$ cat src/sv/mpt_pkg.sv
// Shared types and constants for the multi-turn position tracker.
// Holds the sequencer state type, mode and register codes, and the combine helper.
// No dependencies.
`default_nettype none

package mpt_pkg;

  localparam int POS_W  = 16;
  localparam int COMB_W = 32;
  localparam int PCT_W  = 14;
  localparam int NUM_W  = COMB_W + PCT_W;

  typedef enum logic [2:0] {
    ST_IDLE,
    ST_UPDATE,
    ST_COMBINE,
    ST_ORDER,
    ST_OFFSET,
    ST_SCALE,
    ST_DIVIDE,
    ST_FINISH
  } mpt_state_e;

  localparam logic [1:0] MODE_SAMPLE     = 2'd0;
  localparam logic [1:0] MODE_ACTIVATE   = 2'd1;
  localparam logic [1:0] MODE_DEACTIVATE = 2'd2;

  localparam int CFG_IDX_W = 3;
  localparam logic [CFG_IDX_W-1:0] REG_CAL_VALUE_MIN    = 3'd0;
  localparam logic [CFG_IDX_W-1:0] REG_CAL_VALUE_MAX    = 3'd1;
  localparam logic [CFG_IDX_W-1:0] REG_CAL_TURN_MIN     = 3'd2;
  localparam logic [CFG_IDX_W-1:0] REG_CAL_TURN_MAX     = 3'd3;
  localparam logic [CFG_IDX_W-1:0] REG_WRAP_THRESHOLD   = 3'd4;
  localparam logic [CFG_IDX_W-1:0] REG_BLINK_HYSTERESIS = 3'd5;

  localparam logic [POS_W-1:0] UNCAL_VALUE = 16'hFFFF;
  localparam logic [POS_W-1:0] UNCAL_TURN  = 16'h0020;
  localparam logic [PCT_W-1:0] PCT_FULL    = 14'd10000;

  localparam logic [POS_W-1:0] RST_WRAP_THRESHOLD   = 16'd2048;
  localparam logic [POS_W-1:0] RST_BLINK_HYSTERESIS = 16'd64;

  typedef struct packed {
    logic [POS_W-1:0] cal_value_min;
    logic [POS_W-1:0] cal_value_max;
    logic [POS_W-1:0] cal_turn_min;
    logic [POS_W-1:0] cal_turn_max;
    logic [POS_W-1:0] wrap_threshold;
    logic [POS_W-1:0] blink_hysteresis;
  } mpt_cfg_t;

  typedef struct packed {
    logic upd;
    logic chk;
  } mpt_trk_ctl_t;

  // turn * counts-per-turn + pos, modulo 2^32; tc is a constant at every call
  function automatic logic [COMB_W-1:0] combine(input logic [POS_W-1:0] turn,
                                                input logic [POS_W-1:0] pos,
                                                input logic [POS_W:0]   tc);
    logic [2*POS_W:0] prod;
    prod = {{(POS_W+1){1'b0}}, turn} * {{POS_W{1'b0}}, tc};
    return prod[COMB_W-1:0] + {{(COMB_W-POS_W){1'b0}}, pos};
  endfunction

endpackage

`default_nettype wire

$ cat src/sv/mpt_divider.sv
// Bit-serial restoring divider producing a PCT_W-bit quotient, one bit per cycle.
// Depends on mpt_pkg for widths.
`default_nettype none

module mpt_divider (
  input  wire logic                       clk_i,
  input  wire logic                       rst_ni,
  input  wire logic                       start_i,
  input  wire logic [mpt_pkg::NUM_W-1:0]  num_i,
  input  wire logic [mpt_pkg::COMB_W-1:0] den_i,
  output logic                            busy_o,
  output logic [mpt_pkg::PCT_W-1:0]       quot_o
);

  localparam int CNT_W = $clog2(mpt_pkg::PCT_W);
  localparam logic [CNT_W-1:0] CNT_LAST = CNT_W'(mpt_pkg::PCT_W - 1);

  logic [mpt_pkg::COMB_W-1:0] rem_q, rem_d, den_q, den_d;
  logic [mpt_pkg::PCT_W-1:0]  shr_q, shr_d;
  logic [CNT_W-1:0]           cnt_q, cnt_d;
  logic                       busy_q, busy_d;
  logic [mpt_pkg::COMB_W:0]   trial, diffv;
  logic                       ge;

  // Shift in the next numerator bit, subtract when it fits
  assign trial = {rem_q, shr_q[mpt_pkg::PCT_W-1]};
  assign diffv = trial - {1'b0, den_q};
  assign ge    = (trial >= {1'b0, den_q});

  always_comb begin
    rem_d  = rem_q;
    den_d  = den_q;
    shr_d  = shr_q;
    cnt_d  = cnt_q;
    busy_d = busy_q;
    if (start_i) begin
      rem_d  = num_i[mpt_pkg::NUM_W-1:mpt_pkg::PCT_W];
      shr_d  = num_i[mpt_pkg::PCT_W-1:0];
      den_d  = den_i;
      cnt_d  = '0;
      busy_d = 1'b1;
    end else if (busy_q) begin
      rem_d = ge ? diffv[mpt_pkg::COMB_W-1:0] : trial[mpt_pkg::COMB_W-1:0];
      shr_d = {shr_q[mpt_pkg::PCT_W-2:0], ge};
      cnt_d = cnt_q + 1'b1;
      if (cnt_q == CNT_LAST) begin
        busy_d = 1'b0;
      end
    end
  end

  always_ff @(posedge clk_i or negedge rst_ni) begin
    if (!rst_ni) begin
      cnt_q  <= '0;
      busy_q <= 1'b0;
    end else begin
      cnt_q  <= cnt_d;
      busy_q <= busy_d;
    end
  end

  always_ff @(posedge clk_i) begin
    rem_q <= rem_d;
    den_q <= den_d;
    shr_q <= shr_d;
  end

  assign busy_o = busy_q;
  assign quot_o = shr_q;

endmodule

`default_nettype wire

$ cat src/sv/mpt_tracker.sv
// Turn tracking state: position, turn counter, init flag and zero-crossing indicator.
// Depends on mpt_pkg.
`default_nettype none

module mpt_tracker #(
  parameter int TURN_COUNTS = 4096
) (
  input  wire logic                       clk_i,
  input  wire logic                       rst_ni,
  input  wire mpt_pkg::mpt_trk_ctl_t      ctl_i,
  input  wire mpt_pkg::mpt_cfg_t          cfg_i,
  input  wire logic [1:0]                 mode_i,
  input  wire logic [mpt_pkg::POS_W-1:0]  sample_i,
  input  wire logic [mpt_pkg::COMB_W-1:0] cur_comb_i,
  output logic [mpt_pkg::POS_W-1:0]       pos_o,
  output logic [mpt_pkg::POS_W-1:0]       turn_o,
  output logic                            blink_o
);

  localparam logic [mpt_pkg::POS_W:0] TC = (mpt_pkg::POS_W+1)'(TURN_COUNTS);

  logic [mpt_pkg::POS_W-1:0]  pos_q, pos_d, turn_q, turn_d;
  logic                       init_q, init_d, upward_q, upward_d;
  logic                       arm_q, arm_d, blink_q, blink_d;
  logic [mpt_pkg::COMB_W-1:0] ref_q, ref_d, moved;
  logic [mpt_pkg::POS_W-1:0]  delta, dmin, dmax, init_turn;
  logic                       up, wrap, fire;

  assign up    = (sample_i > pos_q);
  assign delta = up ? (sample_i - pos_q) : (pos_q - sample_i);
  assign wrap  = (delta >= cfg_i.wrap_threshold);

  // Turn after (re)initialization: UNCAL_TURN if uncalibrated, else a calibrated end, nearest as fallback
  always_comb begin
    dmin = (sample_i >= cfg_i.cal_value_min) ? (sample_i - cfg_i.cal_value_min)
                                             : (cfg_i.cal_value_min - sample_i);
    dmax = (sample_i >= cfg_i.cal_value_max) ? (sample_i - cfg_i.cal_value_max)
                                             : (cfg_i.cal_value_max - sample_i);
    init_turn = (dmin < dmax) ? cfg_i.cal_turn_min : cfg_i.cal_turn_max;
    if (cfg_i.cal_value_min == mpt_pkg::UNCAL_VALUE ||
        cfg_i.cal_value_max == mpt_pkg::UNCAL_VALUE) begin
      init_turn = mpt_pkg::UNCAL_TURN;
    end else if (cfg_i.cal_turn_min == cfg_i.cal_turn_max) begin
      init_turn = cfg_i.cal_turn_min;
    end else if (cfg_i.cal_turn_min < cfg_i.cal_turn_max) begin
      if (sample_i >= cfg_i.cal_value_min) begin
        init_turn = cfg_i.cal_turn_min;
      end else if (sample_i <= cfg_i.cal_value_max) begin
        init_turn = cfg_i.cal_turn_max;
      end
    end else begin
      if (sample_i <= cfg_i.cal_value_min) begin
        init_turn = cfg_i.cal_turn_min;
      end else if (sample_i >= cfg_i.cal_value_max) begin
        init_turn = cfg_i.cal_turn_max;
      end
    end
  end

  assign moved = upward_q ? (cur_comb_i - ref_q) : (ref_q - cur_comb_i);
  assign fire  = arm_q && (ref_q != '0) &&
                 (moved > {{(mpt_pkg::COMB_W-mpt_pkg::POS_W){1'b0}}, cfg_i.blink_hysteresis});

  always_comb begin
    pos_d    = pos_q;
    turn_d   = turn_q;
    init_d   = init_q;
    upward_d = upward_q;
    ref_d    = ref_q;
    arm_d    = arm_q;
    blink_d  = blink_q;
    if (ctl_i.upd) begin
      blink_d = 1'b0;
      arm_d   = 1'b0;
      case (mode_i)
        mpt_pkg::MODE_SAMPLE: begin
          pos_d = sample_i;
          if (init_q) begin
            arm_d = 1'b1;
            if (wrap) begin
              upward_d = !up;
              ref_d    = mpt_pkg::combine(turn_q, pos_q, TC);
              turn_d   = up ? (turn_q - 1'b1) : (turn_q + 1'b1);
            end
          end else begin
            turn_d = init_turn;
            init_d = 1'b1;
          end
        end
        mpt_pkg::MODE_ACTIVATE:   init_d = 1'b1;
        mpt_pkg::MODE_DEACTIVATE: init_d = 1'b0;
        default: ;
      endcase
    end
    if (ctl_i.chk && fire) begin
      blink_d = 1'b1;
      ref_d   = '0;
    end
  end

  always_ff @(posedge clk_i or negedge rst_ni) begin
    if (!rst_ni) begin
      pos_q    <= '0;
      turn_q   <= '0;
      init_q   <= 1'b0;
      upward_q <= 1'b0;
      ref_q    <= '0;
      arm_q    <= 1'b0;
      blink_q  <= 1'b0;
    end else begin
      pos_q    <= pos_d;
      turn_q   <= turn_d;
      init_q   <= init_d;
      upward_q <= upward_d;
      ref_q    <= ref_d;
      arm_q    <= arm_d;
      blink_q  <= blink_d;
    end
  end

  assign pos_o   = pos_q;
  assign turn_o  = turn_q;
  assign blink_o = blink_q;

endmodule

`default_nettype wire

$ cat src/sv/multiturn_position_tracker_unit.sv
// Top level of the multi-turn position tracker: config registers, sequencer, output register.
// Depends on mpt_pkg, mpt_tracker and mpt_divider.
//
// Usage:
//  - Input channel (in_valid_i / in_stall_o, fields mode_i, sample_i): one transfer
//    per step. Mode 0 feeds a sample, 1 activates, 2 deactivates, 3 changes nothing.
//  - Output channel (out_valid_o / out_stall_i): exactly one result per input transfer,
//    carrying position, turn, percent between the calibrated ends and the blink pulse.
//  - Config port (cfg_we_i, cfg_idx_i, cfg_wdata_i): write registers 0..5 while idle;
//    other indexes are ignored.
//  - Sequence: after the input transfer the sequencer steps through state update, combine,
//    end ordering, offset and scale, then the divide step (14 quotient bits, one per
//    cycle, until the divider finishes), then loads the output register, after which
//    out_valid_o rises. The sequencer returns to idle to accept the next item.
//  - The input is stalled while an item is in flight. A finished result sits in the
//    output register; the next item is accepted meanwhile, and its result waits in the
//    final step until the register is taken.
//  - Reset clears state, returns config registers to their reset values and drops
//    out_valid_o; the first sample afterwards sets the turn from calibration.
`default_nettype none

module multiturn_position_tracker_unit #(
  parameter int TURN_COUNTS = 4096
) (
  input  wire logic                          clk_i,
  input  wire logic                          rst_ni,
  input  wire logic                          cfg_we_i,
  input  wire logic [mpt_pkg::CFG_IDX_W-1:0] cfg_idx_i,
  input  wire logic [mpt_pkg::POS_W-1:0]     cfg_wdata_i,
  input  wire logic                          in_valid_i,
  output logic                               in_stall_o,
  input  wire logic [1:0]                    mode_i,
  input  wire logic [mpt_pkg::POS_W-1:0]     sample_i,
  output logic                               out_valid_o,
  input  wire logic                          out_stall_i,
  output logic [mpt_pkg::POS_W-1:0]          cur_position_o,
  output logic [mpt_pkg::POS_W-1:0]          cur_turn_o,
  output logic [mpt_pkg::PCT_W-1:0]          percent_hundredths_o,
  output logic                               zero_blink_o
);

  localparam logic [mpt_pkg::POS_W:0] TC = (mpt_pkg::POS_W+1)'(TURN_COUNTS);

  mpt_pkg::mpt_state_e  state_q, state_d;
  mpt_pkg::mpt_cfg_t    cfg_q, cfg_d;
  mpt_pkg::mpt_trk_ctl_t trk_ctl;

  logic [1:0]                 mode_q;
  logic [mpt_pkg::POS_W-1:0]  sample_q;
  logic [mpt_pkg::POS_W-1:0]  trk_pos, trk_turn;
  logic                       trk_blink;

  logic [mpt_pkg::COMB_W-1:0] cur_q, open_q, close_q, lo_q, hi_q, diff_q, den_q;
  logic                       rev_q, below_q, above_q;
  logic [mpt_pkg::NUM_W-1:0]  num;
  logic                       div_start, div_busy;
  logic [mpt_pkg::PCT_W-1:0]  quot, pct_raw, pct;

  logic                       in_xfer, out_free, out_load;
  logic                       out_valid_q, out_valid_d;
  logic [mpt_pkg::POS_W-1:0]  out_pos_q, out_turn_q;
  logic [mpt_pkg::PCT_W-1:0]  out_pct_q;
  logic                       out_blink_q;

  // ---- Configuration registers ----
  always_comb begin
    cfg_d = cfg_q;
    if (cfg_we_i) begin
      case (cfg_idx_i)
        mpt_pkg::REG_CAL_VALUE_MIN:    cfg_d.cal_value_min    = cfg_wdata_i;
        mpt_pkg::REG_CAL_VALUE_MAX:    cfg_d.cal_value_max    = cfg_wdata_i;
        mpt_pkg::REG_CAL_TURN_MIN:     cfg_d.cal_turn_min     = cfg_wdata_i;
        mpt_pkg::REG_CAL_TURN_MAX:     cfg_d.cal_turn_max     = cfg_wdata_i;
        mpt_pkg::REG_WRAP_THRESHOLD:   cfg_d.wrap_threshold   = cfg_wdata_i;
        mpt_pkg::REG_BLINK_HYSTERESIS: cfg_d.blink_hysteresis = cfg_wdata_i;
        default: ;
      endcase
    end
  end

  always_ff @(posedge clk_i or negedge rst_ni) begin
    if (!rst_ni) begin
      cfg_q.cal_value_min    <= mpt_pkg::UNCAL_VALUE;
      cfg_q.cal_value_max    <= mpt_pkg::UNCAL_VALUE;
      cfg_q.cal_turn_min     <= '0;
      cfg_q.cal_turn_max     <= '0;
      cfg_q.wrap_threshold   <= mpt_pkg::RST_WRAP_THRESHOLD;
      cfg_q.blink_hysteresis <= mpt_pkg::RST_BLINK_HYSTERESIS;
    end else begin
      cfg_q <= cfg_d;
    end
  end

  // ---- Sequencer ----
  assign in_xfer  = in_valid_i && !in_stall_o;
  assign out_free = !out_valid_q || !out_stall_i;

  always_comb begin
    state_d = state_q;
    case (state_q)
      mpt_pkg::ST_IDLE:    if (in_valid_i) state_d = mpt_pkg::ST_UPDATE;
      mpt_pkg::ST_UPDATE:  state_d = mpt_pkg::ST_COMBINE;
      mpt_pkg::ST_COMBINE: state_d = mpt_pkg::ST_ORDER;
      mpt_pkg::ST_ORDER:   state_d = mpt_pkg::ST_OFFSET;
      mpt_pkg::ST_OFFSET:  state_d = mpt_pkg::ST_SCALE;
      mpt_pkg::ST_SCALE:   state_d = mpt_pkg::ST_DIVIDE;
      mpt_pkg::ST_DIVIDE:  if (!div_busy) state_d = mpt_pkg::ST_FINISH;
      mpt_pkg::ST_FINISH:  if (out_free) state_d = mpt_pkg::ST_IDLE;
      default:             state_d = mpt_pkg::ST_IDLE;
    endcase
  end

  always_comb begin
    in_stall_o  = 1'b1;
    trk_ctl.upd = 1'b0;
    trk_ctl.chk = 1'b0;
    div_start   = 1'b0;
    out_load    = 1'b0;
    case (state_q)
      mpt_pkg::ST_IDLE:   in_stall_o  = 1'b0;
      mpt_pkg::ST_UPDATE: trk_ctl.upd = 1'b1;
      mpt_pkg::ST_ORDER:  trk_ctl.chk = 1'b1;
      mpt_pkg::ST_SCALE:  div_start   = 1'b1;
      mpt_pkg::ST_FINISH: out_load    = out_free;
      default: ;
    endcase
  end

  always_ff @(posedge clk_i or negedge rst_ni) begin
    if (!rst_ni) begin
      state_q <= mpt_pkg::ST_IDLE;
    end else begin
      state_q <= state_d;
    end
  end

  // ---- Tracker state ----
  mpt_tracker #(
    .TURN_COUNTS(TURN_COUNTS)
  ) u_tracker (
    .clk_i     (clk_i),
    .rst_ni    (rst_ni),
    .ctl_i     (trk_ctl),
    .cfg_i     (cfg_q),
    .mode_i    (mode_q),
    .sample_i  (sample_q),
    .cur_comb_i(cur_q),
    .pos_o     (trk_pos),
    .turn_o    (trk_turn),
    .blink_o   (trk_blink)
  );

  // ---- Percent datapath ----
  // Hold the input item; combine, order the ends, take offsets, then scale by 10000
  always_ff @(posedge clk_i) begin
    if (in_xfer) begin
      mode_q   <= mode_i;
      sample_q <= sample_i;
    end
    if (state_q == mpt_pkg::ST_COMBINE) begin
      cur_q   <= mpt_pkg::combine(trk_turn, trk_pos, TC);
      open_q  <= mpt_pkg::combine(cfg_q.cal_turn_min, cfg_q.cal_value_min, TC);
      close_q <= mpt_pkg::combine(cfg_q.cal_turn_max, cfg_q.cal_value_max, TC);
    end
    if (state_q == mpt_pkg::ST_ORDER) begin
      rev_q <= (open_q > close_q);
      lo_q  <= (open_q > close_q) ? close_q : open_q;
      hi_q  <= (open_q > close_q) ? open_q : close_q;
    end
    if (state_q == mpt_pkg::ST_OFFSET) begin
      diff_q  <= cur_q - lo_q;
      den_q   <= hi_q - lo_q;
      below_q <= (cur_q <= lo_q);
      above_q <= (cur_q >= hi_q);
    end
  end

  assign num = {{mpt_pkg::PCT_W{1'b0}}, diff_q} *
               {{mpt_pkg::COMB_W{1'b0}}, mpt_pkg::PCT_FULL};

  mpt_divider u_divider (
    .clk_i  (clk_i),
    .rst_ni (rst_ni),
    .start_i(div_start),
    .num_i  (num),
    .den_i  (den_q),
    .busy_o (div_busy),
    .quot_o (quot)
  );

  // Clamp outside the span, invert when the ends are reversed
  assign pct_raw = below_q ? '0 : (above_q ? mpt_pkg::PCT_FULL : quot);
  assign pct     = rev_q ? (mpt_pkg::PCT_FULL - pct_raw) : pct_raw;

  // ---- Output register ----
  always_comb begin
    out_valid_d = out_valid_q;
    if (out_load) begin
      out_valid_d = 1'b1;
    end else if (out_valid_q && !out_stall_i) begin
      out_valid_d = 1'b0;
    end
  end

  always_ff @(posedge clk_i or negedge rst_ni) begin
    if (!rst_ni) begin
      out_valid_q <= 1'b0;
    end else begin
      out_valid_q <= out_valid_d;
    end
  end

  always_ff @(posedge clk_i) begin
    if (out_load) begin
      out_pos_q   <= trk_pos;
      out_turn_q  <= trk_turn;
      out_pct_q   <= pct;
      out_blink_q <= trk_blink;
    end
  end

  assign out_valid_o          = out_valid_q;
  assign cur_position_o       = out_pos_q;
  assign cur_turn_o           = out_turn_q;
  assign percent_hundredths_o = out_pct_q;
  assign zero_blink_o         = out_blink_q;

endmodule

`default_nettype wire

$ cat config.mk
export PLATFORM = sky130hd
export DESIGN_NAME = multiturn_position_tracker_unit
export DESIGN_NICKNAME = d
export VERILOG_FILES = /design/src/sv/mpt_pkg.sv /design/src/sv/mpt_divider.sv /design/src/sv/mpt_tracker.sv /design/src/sv/multiturn_position_tracker_unit.sv
export SDC_FILE = /design/constraint.sdc
export NUM_CORES = 2
export LEC_CHECK = 0
export ABC_CLOCK_PERIOD_IN_PS = 11600
export BUFFER_PORTS_ARGS = -buffer_cell sky130_fd_sc_hd__buf_2
export CELL_PAD_IN_SITES_DETAIL_PLACEMENT = 0
export CELL_PAD_IN_SITES_GLOBAL_PLACEMENT = 2
export CORE_UTILIZATION = 46
export DETAILED_ROUTE_END_ITERATION = 10
export PLACE_DENSITY = 0.95
export SLEW_MARGIN = 20
export SYNTH_ARGS = -nofsm -noshare
export SYNTH_HDL_FRONTEND = slang
export SYNTH_HIERARCHICAL = 1
export SYNTH_SLANG_ARGS = --single-unit
$ cat constraint.sdc
create_clock -name clk_i -period 11.6 [get_ports clk_i]
set_input_delay 1.16 -clock clk_i [delete_from_list [all_inputs] [get_ports clk_i]]
set_output_delay 1.16 -clock clk_i [all_outputs]
set_load 0.1 [all_outputs]
; After elaboration in Yosys (flattened, before gate mapping)
; Index checks and enable logic that the tools add are counted.
[totals]
word_cells = 176
input_bits = 42
reg_bits = 543
out_inout_bits = 49
[classes]
n_lt_le_gt_ge = 13
n_eq_ne = 22
n_addsub = 18
mul = 1
mux = 51
n_reduce_logical = 34
[op_table]
columns = op, count
row1 = $mux 32, 11
row2 = $mux 16, 14
row3 = $sub 32x32->32, 5
row4 = $sub 16x16->16, 6
row5 = $add 28x16->29, 3
row6 = $mux 14, 5
row7 = $ge 16x16->1, 3
row8 = $mul 32x10->42 const B, 1
row9 = $ge 33x32->1, 1
row10 = $eq 16x16->1 const B, 2
row11 = $ge 32x32->1, 1
row12 = $gt 32x16->1, 1
row13 = $gt 32x32->1, 1
row14 = $le 16x16->1, 2
row15 = $le 32x32->1, 1
row16 = $lt 16x16->1, 2
row17 = $reduce_bool 32->1, 1
row18 = $pmux 3 s8, 1
row19 = $eq 3x3->1 const B, 6
row20 = $add 16x1->16 const B, 1
row21 = $eq 16x16->1, 1
row22 = $gt 16x16->1, 1
row23 = $reduce_and 2->1, 8
row24 = $sub 16x1->16 const B, 1
row25 = other kinds (21), 60

; Logic depth before layout (Yosys ltp)
[depth]
ltp_word = 10
mapped_depth = 28
mapped_depth_nobuf = 26

; Hierarchy
; Netlist, hierarchy kept.
[by_module_without_submodules]
columns = mod, seq_area_each_um2, n_inst, area_each_um2, cells_each
row1 = multiturn_position_tracker_unit, 10862.9, 1, 24058.1, 2079
row2 = mpt_tracker, 1626.6, 1, 12927.4, 1736
row3 = mpt_divider, 2467.4, 1, 5446.5, 520

; Worst setup path after synthesis
; OpenSTA, ideal clock, no wires.
[synth_path]
path_kind = flip-flop to flip-flop
from = register state_q[1]
to = register close_q[0] in the netlist's numbering, enable pin
slack_ps = 4003
n_path_buf = 1
arrival_ps = 6939
setup_time_ps = 657
path_stages_with_launch = 3
synth_period_minus_slack_ps = 7597
required_ps = 10943
path_cell_list = dfrtp_1 > clkbuf_1 > nor3b_1
[synth_between]
elab_chain_len = 1
[synth_rtl]
columns = element, line
row1 = from (decl), multiturn_position_tracker_unit.sv:44  ; mpt_pkg::mpt_state_e state_q, state_d;
row2 = from (signal assigned), multiturn_position_tracker_unit.sv:131  ; state_q <= mpt_pkg::ST_IDLE;
row3 = from (signal assigned), multiturn_position_tracker_unit.sv:133  ; state_q <= state_d;
row4 = $eq 3x2->1, multiturn_position_tracker_unit.sv:160  ; if (state_q == mpt_pkg::ST_COMBINE) begin
row5 = to (signal assigned), multiturn_position_tracker_unit.sv:163  ; close_q <= mpt_pkg::combine(cfg_q.cal_turn_max, cfg_q.cal_value_max, TC);
row6 = to (decl), multiturn_position_tracker_unit.sv:53  ; logic [mpt_pkg::COMB_W-1:0] cur_q, open_q, close_q, lo_q, hi_q, diff_q, den_q;
; Every way passes these cells.
; A chain may end at the register's enable or synchronous reset.

; Final worst setup path
[layout_path]
from = register sample_q[11] in the netlist's numbering
to = register u_tracker.turn_q (netlist bit u_tracker/turn_o[11])
[layout_between]
elab_chain_len = 10
word_cells_on_any_way = 29
classes_between = add/sub (6) / order compare (7) / eq/ne (1) / mux (14) / reduce/logical (1)
[layout_rtl]
columns = element, line
row1 = from (decl), multiturn_position_tracker_unit.sv:49  ; logic [mpt_pkg::POS_W-1:0] sample_q;
row2 = from (signal assigned), multiturn_position_tracker_unit.sv:158  ; sample_q <= sample_i;
row3 = "$sub 16x16->16, or another cell as far along", mpt_tracker.sv:36  ; : (cfg_i.cal_value_min - sample_i);
row4 = "$mux 16, on equally long branches", "mpt_tracker.sv:35, mpt_tracker.sv:37"
row5 = $lt 16x16->1, mpt_tracker.sv:39  ; init_turn = (dmin < dmax) ? cfg_i.cal_turn_min : cfg_i.cal_turn_max;
row6 = $mux 16, mpt_tracker.sv:39
row7 = "$mux 16, on equally long branches", "mpt_tracker.sv:54, mpt_tracker.sv:48"
row8 = "$mux 16, on equally long branches", "mpt_tracker.sv:52, mpt_tracker.sv:46"
row9 = $mux 16, mpt_tracker.sv:45  ; end else if (cfg_i.cal_turn_min < cfg_i.cal_turn_max) begin
row10 = $mux 16, mpt_tracker.sv:43  ; end else if (cfg_i.cal_turn_min == cfg_i.cal_turn_max) begin
row11 = $mux 16, mpt_tracker.sv:40  ; if (cfg_i.cal_value_min == mpt_pkg::UNCAL_VALUE ||
row12 = $mux 16, mpt_tracker.sv:78  ; if (init_q) begin
row13 = to (signal assigned), mpt_tracker.sv:112  ; turn_q <= turn_d;
row14 = to (decl), mpt_tracker.sv:22  ; logic [mpt_pkg::POS_W-1:0] pos_q, pos_d, turn_q, turn_d;
; Several ways; a longest one is shown, not always the timed one. The select of a mux whose other input is x is not followed.

==> summary.txt <==
CTS
  • CTS tree: yes
  • Setup Buffers After CTS: 0
  • CTS Sinks: 525
  • PostCTS Resize Cnt: 0
  • CTS root buffer: clkbuf_16
  • CTS HTree Levels: 2
  • CTS clk-pin slew, worst paths: 60 ps
  • Clock Path Buffers: 3
  • Post-CTS Hold Buffers: 0
  • Skew-Pair Late Insertion Delay: 700 ps
  • Num CTS Buffers: 60

Route
  • Top layer in use: met4
  • Drt via density: 5.70
  • Met3 wire len: 4970 um
  • First-pass DRT Iterations: 6
  • Drc violations: 0
  • DRT Wirelength: 121000 um
  • Met1 WL: 54800 um
  • Initial DRC Count: 2419
  • Wire length per cell: 21.5 um
  • DRT antenna net count: 0
  • DR vias: 32131
  • Routed wl met2: 57000 um

Yosys
  • Synth unique cells: 102
  • Seq/Total Area, Yosys: 35.2%
  • EDFF count, synth: 355
  • Synth Warn #: 6
  • Primary FF master, synth: edfxtp_1
  • Post-synthesis simple-gate area fraction: 11.1%
  • Compound-Gate Fraction of Synth Area: 16.5%
  • Netlist Area Pre-Place: 0.0424 mm2
  • Largest family of logic cells by synthesized area: adder cells
  • Mux contribution to synthesized area: 5.97%
  • Post-Synth Adder-Cell Area: 19.8%
  • Flops & latches, synth: 525
  • Syn Area/Cell: 9.79 um2
  • Cells after Synth: 4335
  • Post-synth ARST share: 32.4%
  • Post-Synth XOR/XNOR Area: 5.02%

Critical path
  • Worst Path Max Fanout: 28
  • CP arrival: 6980 ps
  • Worst R2R Path Depth: 24
  • Worst setup SP type: register
  • Reg-to-reg slack, setup: 5140 ps
  • Critical path class: register to register
  • Reg-to-Reg Start: sample_q[11]$_DFFE_PP_
  • Reg2reg end: u_tracker/turn_o[11]$_DFFE_PN0P_
  • Worst Path Required: 12120 ps
  • CP Capture Type: register

Placed design
  • # port buffers: 90
  • Placed instance count: 5524
  • HPWL Detailed: 96300 um
  • Routability cong.: 0.924

Die
  • Die width: 306 um
  • Core Region: 0.0915 mm2
  • Row count: 111
  • Ports: 91
  • Initial Util: 46.4%
  • Chip height: 306 um
  • Die ar.: 0.0935 mm2

STA
  • Final setup violation count: 0
  • Max Clock Skew: 73.0 ps
  • Slew headroom: 28.4%
  • Final hold slack: 412 ps
  • RSZ-0062 raised after global routing: no
  • Pins Over Slew Limit: 0
  • Setup TNS: 0 ps
  • Final hold vios: 0
  • Peak Freq: 0.155 GHz
  • Minimum clock period: 6460 ps
  • Crit share post-route: 55.7%
  • Tightest Pin Transition: 1070 ps

Final layout
  • Most common cell after layout, fill and taps aside: inv_1
  • N_diodes: 0
  • Most frequent cells in the layout: inv_1 (570), ha_1 (513), edfxtp_1 (355), a21oi_1 (339), nor2_1 (256)
  • Multi-input logic area: 0.0250 mm2
  • Layout cell share with drive strength beyond 1: 11.8%
  • Final Non-Filler Cells: 5637
  • Area delta synth->final: 9.01%
  • FILL cells: 8448
  • Final Net Count: 5054
  • Sequential cell area: 0.0150 mm2

Hold path
  • Worst hold path endpoint: u_divider/den_q[17]$_DFFE_PP_
  • Hold Crit Class: register to register
  • Hold Path Cell Cnt: 0
  • Min-delay src: den_q[17]$_DFFE_PP_

Status
  • Status: complete, no violations

Global route
  • Pin count of the biggest net entering global routing: 72
  • First-pass GRT wire length: 186000 um
  • Tot GR Track Use: 25.7%
  • Vias in the first global route: 31598
  • Total grt overflow: 0
  • Initial antenna violation count: 2

Flow run
  • Max-cap violations: 0
==> synth_stat cells, types with 97 or more instances <==
library cell,count,share of area (%)
a21o_1,158,2.8
a21oi_1,340,4.0
dfrtp_1,136,8.0
edfxtp_1,355,25
fa_1,99,4.7
ha_1,513,15
inv_1,570,5.0
mux2_2,189,5.0
nand2_1,239,2.1
nor2_1,259,2.3
o21ai_0,194,2.3
xnor2_1,146,3.0
xor2_1,97,2.0
==> state kept, by name, indices dropped and copies added, names as in the netlist, 2 cells and up <==
name / count
u_tracker/turn_o: 16
u_divider/den_q: 32
lo_q: 29
u_tracker/pos_o: 16
cur_position_o: 16
u_tracker/ref_q: 29
open_q: 29
hi_q: 29
den_q: 32
u_divider/quot_o: 14
u_divider/cnt_q: 4
diff_q: 32
close_q: 29
percent_hundredths_o: 14
state_q: 3
mode_q: 2
cur_q: 29
sample_q: 16
cur_turn_o: 16
cfg_q: 96
u_divider/rem_q: 32
==> area by class of cell <==
class / count / area share, %
Multi-Input combinational cell: 3123 / 54.0
Tap cell: 1186 / 3.21
Timing Repair Buffer: 118 / 1.44
Clock inverter: 39 / 0.903
Inverter: 572 / 4.64
Clock buffer: 74 / 3.51
Sequential cell: 525 / 32.3
==> worst max path at each step <==
stage,startpoint,endpoint,depth (start not counted)
CTS,sample_q[11]$_DFFE_PP_,u_tracker/turn_o[11]$_DFFE_PN0P_,24
global placement,sample_q[11]$_DFFE_PP_,u_tracker/turn_o[11]$_DFFE_PN0P_,26
detailed placement,sample_q[11]$_DFFE_PP_,u_tracker/turn_o[11]$_DFFE_PN0P_,24
finish,sample_q[11]$_DFFE_PP_,u_tracker/turn_o[11]$_DFFE_PN0P_,24
floorplan,state_q[1]$_DFFE_PN0P_,close_q[0]$_DFFE_PP_,2
global route,sample_q[0]$_DFFE_PP_,u_tracker/turn_o[11]$_DFFE_PN0P_,26
==> cell families after synthesis <==
group,count (synthesis)
mux,229
buf+inv,699
simple gates,953
compound gates,1073
xor+xnor,243
flops,525
fa+ha+maj,612
other cells,1
==> through the flow <==
stage	worst slack [ps]	cell area (um2)	util (%)
floorplan	4000	42500	-
global placement	5380	44200	48.3
detailed placement	5280	44200	48.3
CTS	5190	46300	50.5
global route	4640	46300	50.5
finish	5140	46300	50.5
==> critical path, stage by stage (launching register included) <==
cell and delay [ps]:
edfxtp_1 420, inv_1 120, ha_1 460, and4_1 280, nand4_1 180, or4_1 630, nand4_1 160, o21ai_2 70
buf_4 230, mux2_2 320, a21boi_0 360, a211oi_1 160, a21oi_1 200, a21oi_1 120, xnor2_1 150, ha_1 300
nand4_1 150, a2111oi_0 560, a21oi_1 150, a211oi_1 310, o21ai_2 90, buf_4 230, mux2_2 310, a22oi_1 170
o21ai_0 140
==> per-layer routing <==
metal  up-vias  track usage [%]
met5         -                0
met4         0             8.78
met3       201             2.71
met2       796             43.0
met1     15614             34.5
li1      15520                -
Power is not shown: default switching activity piles up to over one toggle a cycle in this logic, so the estimate is an artifact.
